[src/design/ets_pkg.sv]
package ets_pkg;

    // Fixed formats
    localparam int MAX_TERMS      = 64;
    localparam int TERM_FRAC_BITS = 40;
    localparam int X_W            = 31;
    localparam int X_FRAC_BITS    = 28;
    localparam int OUT_FRAC_BITS  = 24;
    localparam int NT_W           = 7;
    localparam int EPS_IN_W       = 25;
    localparam int OUT_W          = 32;
    localparam int CFG_IDX_W      = 1;
    localparam int CFG_DATA_W     = 25;

    // Terms peak near 416 for x just under 8, the sum stays below 2981
    localparam int TERM_W  = TERM_FRAC_BITS + 10;
    localparam int SUM_W   = TERM_FRAC_BITS + 13;
    localparam int TLO_W   = (TERM_W + 1) / 2;
    localparam int THI_W   = TERM_W - TLO_W;
    localparam int PLO_W   = X_W + TLO_W;
    localparam int PHI_W   = X_W + THI_W;
    localparam int PROD_W  = X_W + TERM_W;
    localparam int DVD_W   = PROD_W - X_FRAC_BITS;
    localparam int Q_W     = SUM_W - (TERM_FRAC_BITS - OUT_FRAC_BITS);

    // Divider: restoring, several quotient bits per cycle
    localparam int DIV_STEPS  = 8;
    localparam int DIV_CYCLES = (DVD_W + DIV_STEPS - 1) / DIV_STEPS;
    localparam int DQ_W       = DIV_CYCLES * DIV_STEPS;
    localparam int DCNT_W     = (DIV_CYCLES > 1) ? $clog2(DIV_CYCLES) : 1;

    localparam logic [NT_W-1:0] CAP =
        (MAX_TERMS > 127) ? NT_W'(127) : NT_W'(MAX_TERMS);

    // Register indexes
    localparam logic [CFG_IDX_W-1:0] CFG_N_TERMS = 1'b0;
    localparam logic [CFG_IDX_W-1:0] CFG_EPS     = 1'b1;

    // Controller to datapath commands
    typedef struct packed {
        logic load;
        logic mul_lo;
        logic mul_hi;
        logic div_load;
        logic div_step;
        logic update;
        logic out_load;
    } t_cmd;

    // Datapath to controller status
    typedef struct packed {
        logic finish;
    } t_stat;

endpackage

[src/design/exp_taylor_series.sv]
// Maclaurin-series e^x for an unsigned Q3.28 argument. Each word on the
// input gives one result word: the sum of n_terms terms in unsigned Q8.24
// (saturated to all ones with overflow set) and the first term index whose
// term is at or below eps_threshold (Q1.24), or 64 if none is. One item is
// worked at a time. Each term is worked in steps: the 31 x 50-bit multiply,
// split into two 31 x 25-bit halves, forming the dividend, the divider,
// which resolves eight quotient bits a cycle, and the update of the sum.
// The block runs max(n_terms - 1, terms needed, capped at 64) terms, at
// least one. The next word is taken while a finished result still waits
// on the output. Registers must be written only while the block is idle;
// the block itself does not enforce this.
module exp_taylor_series import ets_pkg::*; (
    input  logic                  i_clk,
    input  logic                  i_rst_n,
    input  logic                  i_cfg_we,
    input  logic [CFG_IDX_W-1:0]  i_cfg_index,
    input  logic [CFG_DATA_W-1:0] i_cfg_wdata,
    input  logic                  i_in_valid,
    output logic                  o_in_stall,
    input  logic [X_W-1:0]        i_x_value,
    output logic                  o_out_valid,
    input  logic                  i_out_stall,
    output logic [OUT_W-1:0]      o_sum_value,
    output logic [NT_W-1:0]       o_terms_needed,
    output logic                  o_overflow
);

    logic [NT_W-1:0]     r_n_terms;
    logic [EPS_IN_W-1:0] r_eps;
    logic                r_out_valid;
    logic [OUT_W-1:0]    r_sum_value;
    logic [NT_W-1:0]     r_terms_needed;
    logic                r_overflow;

    t_cmd             cmd;
    t_stat            stat;
    logic             idle;
    logic             out_free;
    logic [OUT_W-1:0] dp_sum;
    logic [NT_W-1:0]  dp_needed;
    logic             dp_ovf;

    // Configuration registers
    always_ff @(posedge i_clk) begin
        if (!i_rst_n) begin
            r_n_terms <= NT_W'(24);
            r_eps     <= EPS_IN_W'(17);
        end else if (i_cfg_we) begin
            case (i_cfg_index)
                CFG_N_TERMS: r_n_terms <= i_cfg_wdata[NT_W-1:0];
                CFG_EPS:     r_eps     <= i_cfg_wdata[EPS_IN_W-1:0];
                default: begin
                end
            endcase
        end
    end

    assign out_free   = !r_out_valid || !i_out_stall;
    assign o_in_stall = !idle;

    ets_ctrl u_ctrl (
        .i_clk      (i_clk),
        .i_rst_n    (i_rst_n),
        .i_in_valid (i_in_valid),
        .i_out_free (out_free),
        .i_stat     (stat),
        .o_idle     (idle),
        .o_cmd      (cmd)
    );

    ets_dpath u_dpath (
        .i_clk          (i_clk),
        .i_cmd          (cmd),
        .i_x_value      (i_x_value),
        .i_n_terms      (r_n_terms),
        .i_eps          (r_eps),
        .o_stat         (stat),
        .o_sum_value    (dp_sum),
        .o_terms_needed (dp_needed),
        .o_overflow     (dp_ovf)
    );

    // Output register
    always_ff @(posedge i_clk) begin
        if (!i_rst_n) begin
            r_out_valid <= 1'b0;
        end else if (cmd.out_load) begin
            r_out_valid <= 1'b1;
        end else if (!i_out_stall) begin
            r_out_valid <= 1'b0;
        end
    end

    always_ff @(posedge i_clk) begin
        if (cmd.out_load) begin
            r_sum_value    <= dp_sum;
            r_terms_needed <= dp_needed;
            r_overflow     <= dp_ovf;
        end
    end

    assign o_out_valid    = r_out_valid;
    assign o_sum_value    = r_sum_value;
    assign o_terms_needed = r_terms_needed;
    assign o_overflow     = r_overflow;

    // Checks
    a_busy_after_accept: assert property (@(posedge i_clk) disable iff (!i_rst_n)
        (i_in_valid && !o_in_stall) |=> o_in_stall)
        else $error("input taken while an item is in flight");

    a_no_overwrite: assert property (@(posedge i_clk) disable iff (!i_rst_n)
        cmd.out_load |-> (!r_out_valid || !i_out_stall))
        else $error("result word overwritten while held");

    a_sat_value: assert property (@(posedge i_clk) disable iff (!i_rst_n)
        (o_out_valid && o_overflow) |-> (o_sum_value == '1))
        else $error("overflow without saturated sum");

    a_needed_cap: assert property (@(posedge i_clk) disable iff (!i_rst_n)
        o_out_valid |-> (o_terms_needed <= CAP))
        else $error("term count above cap");

endmodule

[src/design/ets_ctrl.sv]
module ets_ctrl import ets_pkg::*; (
    input  logic  i_clk,
    input  logic  i_rst_n,
    input  logic  i_in_valid,
    input  logic  i_out_free,
    input  t_stat i_stat,
    output logic  o_idle,
    output t_cmd  o_cmd
);

    typedef enum logic [6:0] {
        S_IDLE = 7'b0000001,
        S_MLO  = 7'b0000010,
        S_MHI  = 7'b0000100,
        S_DLD  = 7'b0001000,
        S_DIV  = 7'b0010000,
        S_UPD  = 7'b0100000,
        S_DONE = 7'b1000000
    } t_state;

    t_state            r_state, n_state;
    logic [DCNT_W-1:0] r_cnt, n_cnt;

    // Next state and commands
    always_comb begin
        n_state = r_state;
        n_cnt   = r_cnt;
        o_cmd   = '0;
        case (r_state)
            S_IDLE: begin
                if (i_in_valid) begin
                    o_cmd.load = 1'b1;
                    n_state    = S_MLO;
                end
            end
            S_MLO: begin
                o_cmd.mul_lo = 1'b1;
                n_state      = S_MHI;
            end
            S_MHI: begin
                o_cmd.mul_hi = 1'b1;
                n_state      = S_DLD;
            end
            S_DLD: begin
                o_cmd.div_load = 1'b1;
                n_cnt          = '0;
                n_state        = S_DIV;
            end
            S_DIV: begin
                o_cmd.div_step = 1'b1;
                n_cnt          = r_cnt + 1'b1;
                if (r_cnt == DCNT_W'(DIV_CYCLES - 1)) begin
                    n_state = S_UPD;
                end
            end
            S_UPD: begin
                o_cmd.update = 1'b1;
                n_state      = i_stat.finish ? S_DONE : S_MLO;
            end
            S_DONE: begin
                if (i_out_free) begin
                    o_cmd.out_load = 1'b1;
                    n_state        = S_IDLE;
                end
            end
            default: begin
                n_state = S_IDLE;
            end
        endcase
    end

    assign o_idle = (r_state == S_IDLE);

    // State registers
    always_ff @(posedge i_clk) begin
        if (!i_rst_n) begin
            r_state <= S_IDLE;
            r_cnt   <= '0;
        end else begin
            r_state <= n_state;
            r_cnt   <= n_cnt;
        end
    end

endmodule

[src/design/ets_dpath.sv]
module ets_dpath import ets_pkg::*; (
    input  logic                i_clk,
    input  t_cmd                i_cmd,
    input  logic [X_W-1:0]      i_x_value,
    input  logic [NT_W-1:0]     i_n_terms,
    input  logic [EPS_IN_W-1:0] i_eps,
    output t_stat               o_stat,
    output logic [OUT_W-1:0]    o_sum_value,
    output logic [NT_W-1:0]     o_terms_needed,
    output logic                o_overflow
);

    localparam logic [TERM_W-1:0] ONE = TERM_W'(1) << TERM_FRAC_BITS;

    logic [X_W-1:0]    r_x;
    logic [TERM_W-1:0] r_term;
    logic [SUM_W-1:0]  r_sum;
    logic [NT_W-1:0]   r_idx;
    logic [NT_W-1:0]   r_needed;
    logic              r_done;
    logic [PLO_W-1:0]  r_plo;
    logic [PHI_W-1:0]  r_phi;
    logic [DQ_W-1:0]   r_dq;
    logic [NT_W-1:0]   r_rem;

    logic [NT_W-1:0]   n_eff;
    logic [TERM_W-1:0] eps_ext;
    logic [TERM_W-1:0] q_term;
    logic              q_small;
    logic              hit;
    logic [PROD_W-1:0] prod;
    logic [DQ_W-1:0]   n_dq;
    logic [NT_W-1:0]   n_rem;
    logic [Q_W-1:0]    q_out;

    // Zero term count behaves as one
    assign n_eff   = (i_n_terms == '0) ? NT_W'(1) : i_n_terms;
    assign eps_ext = TERM_W'({i_eps, {(TERM_FRAC_BITS - OUT_FRAC_BITS){1'b0}}});

    // Full product from the two partial products
    assign prod = (PROD_W'(r_phi) << TLO_W) + PROD_W'(r_plo);

    // Restoring division by the term index, DIV_STEPS bits a cycle
    always_comb begin
        logic [NT_W:0] t;
        n_dq  = r_dq;
        n_rem = r_rem;
        for (int k = 0; k < DIV_STEPS; k++) begin
            t    = {n_rem, n_dq[DQ_W-1]};
            n_dq = n_dq << 1;
            if (t >= {1'b0, r_idx}) begin
                n_rem   = NT_W'(t - {1'b0, r_idx});
                n_dq[0] = 1'b1;
            end else begin
                n_rem = t[NT_W-1:0];
            end
        end
    end

    // New term and its threshold test
    assign q_term  = r_dq[TERM_W-1:0];
    assign q_small = (q_term <= eps_ext);
    assign hit     = !r_done && (r_idx <= CAP) && q_small;

    // Stop once the summed terms are in and the count is settled
    assign o_stat.finish = (({1'b0, r_idx} + 1'b1) >= {1'b0, n_eff})
                         && (r_done || hit || (r_idx >= CAP));

    // Datapath registers
    always_ff @(posedge i_clk) begin
        if (i_cmd.load) begin
            r_x      <= i_x_value;
            r_term   <= ONE;
            r_sum    <= SUM_W'(ONE);
            r_idx    <= NT_W'(1);
            r_done   <= i_eps[EPS_IN_W-1];
            r_needed <= i_eps[EPS_IN_W-1] ? '0 : CAP;
        end
        if (i_cmd.mul_lo) begin
            r_plo <= PLO_W'(r_x) * PLO_W'(r_term[TLO_W-1:0]);
        end
        if (i_cmd.mul_hi) begin
            r_phi <= PHI_W'(r_x) * PHI_W'(r_term[TERM_W-1:TLO_W]);
        end
        if (i_cmd.div_load) begin
            r_dq  <= DQ_W'(prod >> X_FRAC_BITS);
            r_rem <= '0;
        end
        if (i_cmd.div_step) begin
            r_dq  <= n_dq;
            r_rem <= n_rem;
        end
        if (i_cmd.update) begin
            r_term <= q_term;
            if (r_idx < n_eff) begin
                r_sum <= r_sum + SUM_W'(q_term);
            end
            if (hit) begin
                r_needed <= r_idx;
                r_done   <= 1'b1;
            end
            r_idx <= r_idx + 1'b1;
        end
    end

    // Q8.24 result with saturation
    assign q_out          = r_sum[SUM_W-1:TERM_FRAC_BITS-OUT_FRAC_BITS];
    assign o_overflow     = |q_out[Q_W-1:OUT_W];
    assign o_sum_value    = o_overflow ? '1 : q_out[OUT_W-1:0];
    assign o_terms_needed = r_needed;

endmodule

[config.mk]
export PLATFORM = sky130hd
export DESIGN_NAME = exp_taylor_series
export DESIGN_NICKNAME = d
export VERILOG_FILES = /design/src/design/ets_pkg.sv /design/src/design/exp_taylor_series.sv /design/src/design/ets_ctrl.sv /design/src/design/ets_dpath.sv
export SDC_FILE = /design/constraint.sdc
export NUM_CORES = 2
export LEC_CHECK = 0
export BUFFER_PORTS_ARGS = -buffer_cell sky130_fd_sc_hd__buf_4
export CAP_MARGIN = 40
export CORE_UTILIZATION = 39
export CTS_CLUSTER_SIZE = 10
export DETAILED_ROUTE_END_ITERATION = 8
export GPL_ROUTABILITY_DRIVEN = 0
export SLEW_MARGIN = 20
export SYNTH_ARGS = -nofsm -noshare
export SYNTH_HDL_FRONTEND = slang
export SYNTH_HIERARCHICAL = 1
export SYNTH_SLANG_ARGS = --single-unit
[constraint.sdc]
create_clock -name i_clk -period 31.9 [get_ports i_clk]
set_input_delay 4.785 -clock i_clk [delete_from_list [all_inputs] [get_ports i_clk]]
set_output_delay 4.785 -clock i_clk [all_outputs]
set_load 0.1 [all_outputs]
==> results_dict.tcl <==
set metrics [dict create \
    grtUsageTotal_pct 21.99 \
    synth-async-reset-ratio_pct 0 \
    start_util_pct 39.28 \
    die_area_um2 179300 \
    crit_buf_inv 3 \
    reg2reg_depth 70 \
    cp-start-kind "register" \
    grt_max_degree 81 \
    synth_top_flop_cell "edfxtp_1" \
    seq_area_frac_synth_pct 15.06 \
    max_stage_delay_ns 0.81 \
    finalCritPeriodShare_pct 58.11 \
    cts.sinks 382 \
    worstSetupEndpointType "register" \
    post-route-min-period_ns 18.54 \
    r2r_start "u_dpath/r_idx[0]" \
    regArea_um2 10430 \
    cp_slowest_cell "edfxtp_1" \
    rsz0062_at_grt "false" \
    critPathKind "reg -> reg" \
    worst_pin_slew_ns 0.9027 \
    fin_hold_ws_ns 0.4419 \
    htreeDepth 2 \
    setup_violations 0 \
    insertion_delay_ns 0.66 \
    antenna_found_initial 8 \
    synthCells 7375 \
    dp_hpwl_um 143500 \
    synth_edf_count 278 \
    ant_nets 0 \
    ios 104 \
    multi_input_area_um2 52120 \
    fmax_ghz 0.05394 \
    cts-root-buf "clkbuf_16" \
    cp_top_family "compound AO/OA/AOI/OAI gates" \
    drt-initial-drc-count 3567 \
    crit-reg2reg-capture "u_dpath/r_rem[3]" \
    ff2ff_setup_slack_ns 13.36 \
    syn-cell-area_um2 69260 \
    dpl.cell_count 9551 \
    avgSynthCellArea_um2 9.391 \
    grt_pass1_vias 53810 \
    die_x_um 423.4 \
    finClkSkew_ns 0.03934 \
    cts_max_path_buffers 3 \
    yosys.area.top_type "fa_1" \
    via_count 50540 \
    layout.nets 9226 \
    post_synth_num_cell_types 100 \
    final-hold-violation-count 0 \
    slew_headroom_pct 39.82 \
    crit_fanout 16 \
    cts_buffers 51 \
    setup_tns_ns 0 \
    drtPass1Iterations 9 \
    fill_cells 17180 \
    drv_slew 0 \
    final_area_um2 74150 \
    std_cell_rows 154 \
    via_per_inst 5.235 \
    cts_tree "yes" \
    drive_gt1_share_pct 5.279 \
    whs_path_depth 0 \
    post_cts_buffers 0 \
    final_cell_mix "inv_1 (1,399), fa_1 (1,336), nand2_1 (1,215), and2_1 (582), ha_1 (558)" \
    synthDominantCellAreaShare_pct 38.62 \
    hold_end "o_terms_needed[4]" \
    drc_errors 2 \
    arrival_ns 18.95 \
    min_from "u_dpath/o_terms_needed[4]" \
    ys_warn_count 6 \
    fin_cells 9653 \
    ys_ff_latch 382 \
    status "finished with violations" \
    synth_area_leaders "fa_1 (39%), edfxtp_1 (12%), ha_1 (10%), inv_1 (7.6%), nand2_1 (6.6%)" \
    required_ns 32.31 \
    fp.coreArea_um2 176300 \
    synthToLayoutAreaGrowth_pct 7.067 \
    overflow 0 \
    violations "DRC" \
    clkSlewWorstSetupHoldPaths_ns 0.06 \
    io_buffers 103 \
    synth_nets 9331 \
    cts_resized 0 \
    die_h_um 423.4 \
    max_cap_viol_count 0 \
    wl_um 193300 \
    grt_pass1_wl_um 307600 \
    postCtsHoldBufs 0 \
    mostFrequentLayoutCell "inv_1" \
    hold_path_class "reg -> reg" \
    post_dp_cell_area_um2 72450 \
    path_common_cell "o21ai_0" \
    wire_per_inst_um 20.02 \
]
flip-flops by register name (all words and copies together), names as in the netlist, 3 cells and up:
register and flops:
u_dpath/r_dq 56, u_dpath/r_phi 56, u_dpath/r_sum 53, u_dpath/r_term 50, o_sum_value 32, u_dpath/r_plo 31, u_dpath/r_x 31, r_eps 25
o_terms_needed 7, r_n_terms 7, u_ctrl/r_state 7, u_dpath/o_terms_needed 7, u_dpath/r_idx 7, u_dpath/r_rem 7, u_ctrl/r_cnt 3
how the worst max path moves through the flow:
stage	end	startpoint	depth (start not counted)	slack [ns]
final	u_dpath/r_rem[3]	u_dpath/r_idx[0]	70	13.36
after global routing	u_dpath/r_rem[5]	u_dpath/r_idx[1]	70	12.29
after CTS	u_dpath/r_rem[5]	u_dpath/r_idx[0]	70	13.63
after detailed placement	u_dpath/r_rem[3]	u_dpath/r_idx[1]	70	13.72
after global placement	u_dpath/r_rem[5]	u_dpath/r_idx[0]	70	14.17
after floorplan	u_dpath/r_rem[3]	u_dpath/r_idx[1]	70	15.85
cell usage after synthesis (6+ instances only):
library cell     n
inv_1         1401
fa_1          1336
nand2_1       1217
and2_1         582
ha_1           558
clkbuf_1       360
edfxtp_1       278
o21ai_0        188
a21oi_1        150
nor2_1         149
xnor2_1        129
dfxtp_1        104
a21o_1         103
nand3_1         95
xor2_1          75
or3_1           48
nand4_1         45
o21a_1          45
nor3_1          40
nor2b_1         39
nand2b_1        36
mux2i_1         26
o21bai_1        26
a211oi_1        21
and3_1          20
o21ai_2         19
o31ai_1         19
a31oi_1         16
nor4_1          13
o211ai_1        13
a31o_2          11
buf_2           10
a21boi_0         9
mux2_2           9
o31a_1           8
or2_2            8
and4_1           7
nand3b_1         7
o311a_1          7
mux2_4           6
layout make-up:
type	instances	area share, %
Antenna cell	1	0.003375
Clock buffer	79	1.918
Clock inverter	16	0.2582
Inverter	1403	7.102
Multi-Input combinational cell	5211	70.29
Sequential cell	382	14.07
Tap cell	2340	3.948
Timing Repair Buffer	221	2.415
cell families after synthesis:
kind of cell | count (synthesis) | synth area share [%]
AO/OA/AOI/OAI | 736 | 7.197
XOR/XNOR | 204 | 2.580
adder cells (fa/ha/maj) | 1894 | 48.70
buffers and inverters | 1782 | 9.732
flip-flops | 382 | 15.06
multiplexers | 42 | 0.6847
AND/OR/NAND/NOR | 2335 | 16.05
per-layer routing:
metal	global-route usage [%]	wire length, um	share of wire [%]
met1	29.17	80740	42
met2	36.47	92190	48
met3	2.899	12490	6.5
met4	8.412	7870	4.1
met5	0	0	0
metrics by stage:
step	util (%)	worst slack [ns]
after floorplan	-	15.85
after global placement	41.02	14.17
after detailed placement	41.09	13.72
after CTS	42.01	13.63
after global routing	42.06	12.29
final	42.06	13.36
Power is left out: the tool's default activity adds up to more than one toggle a clock period on the data nets, which glitch-free logic cannot reach.
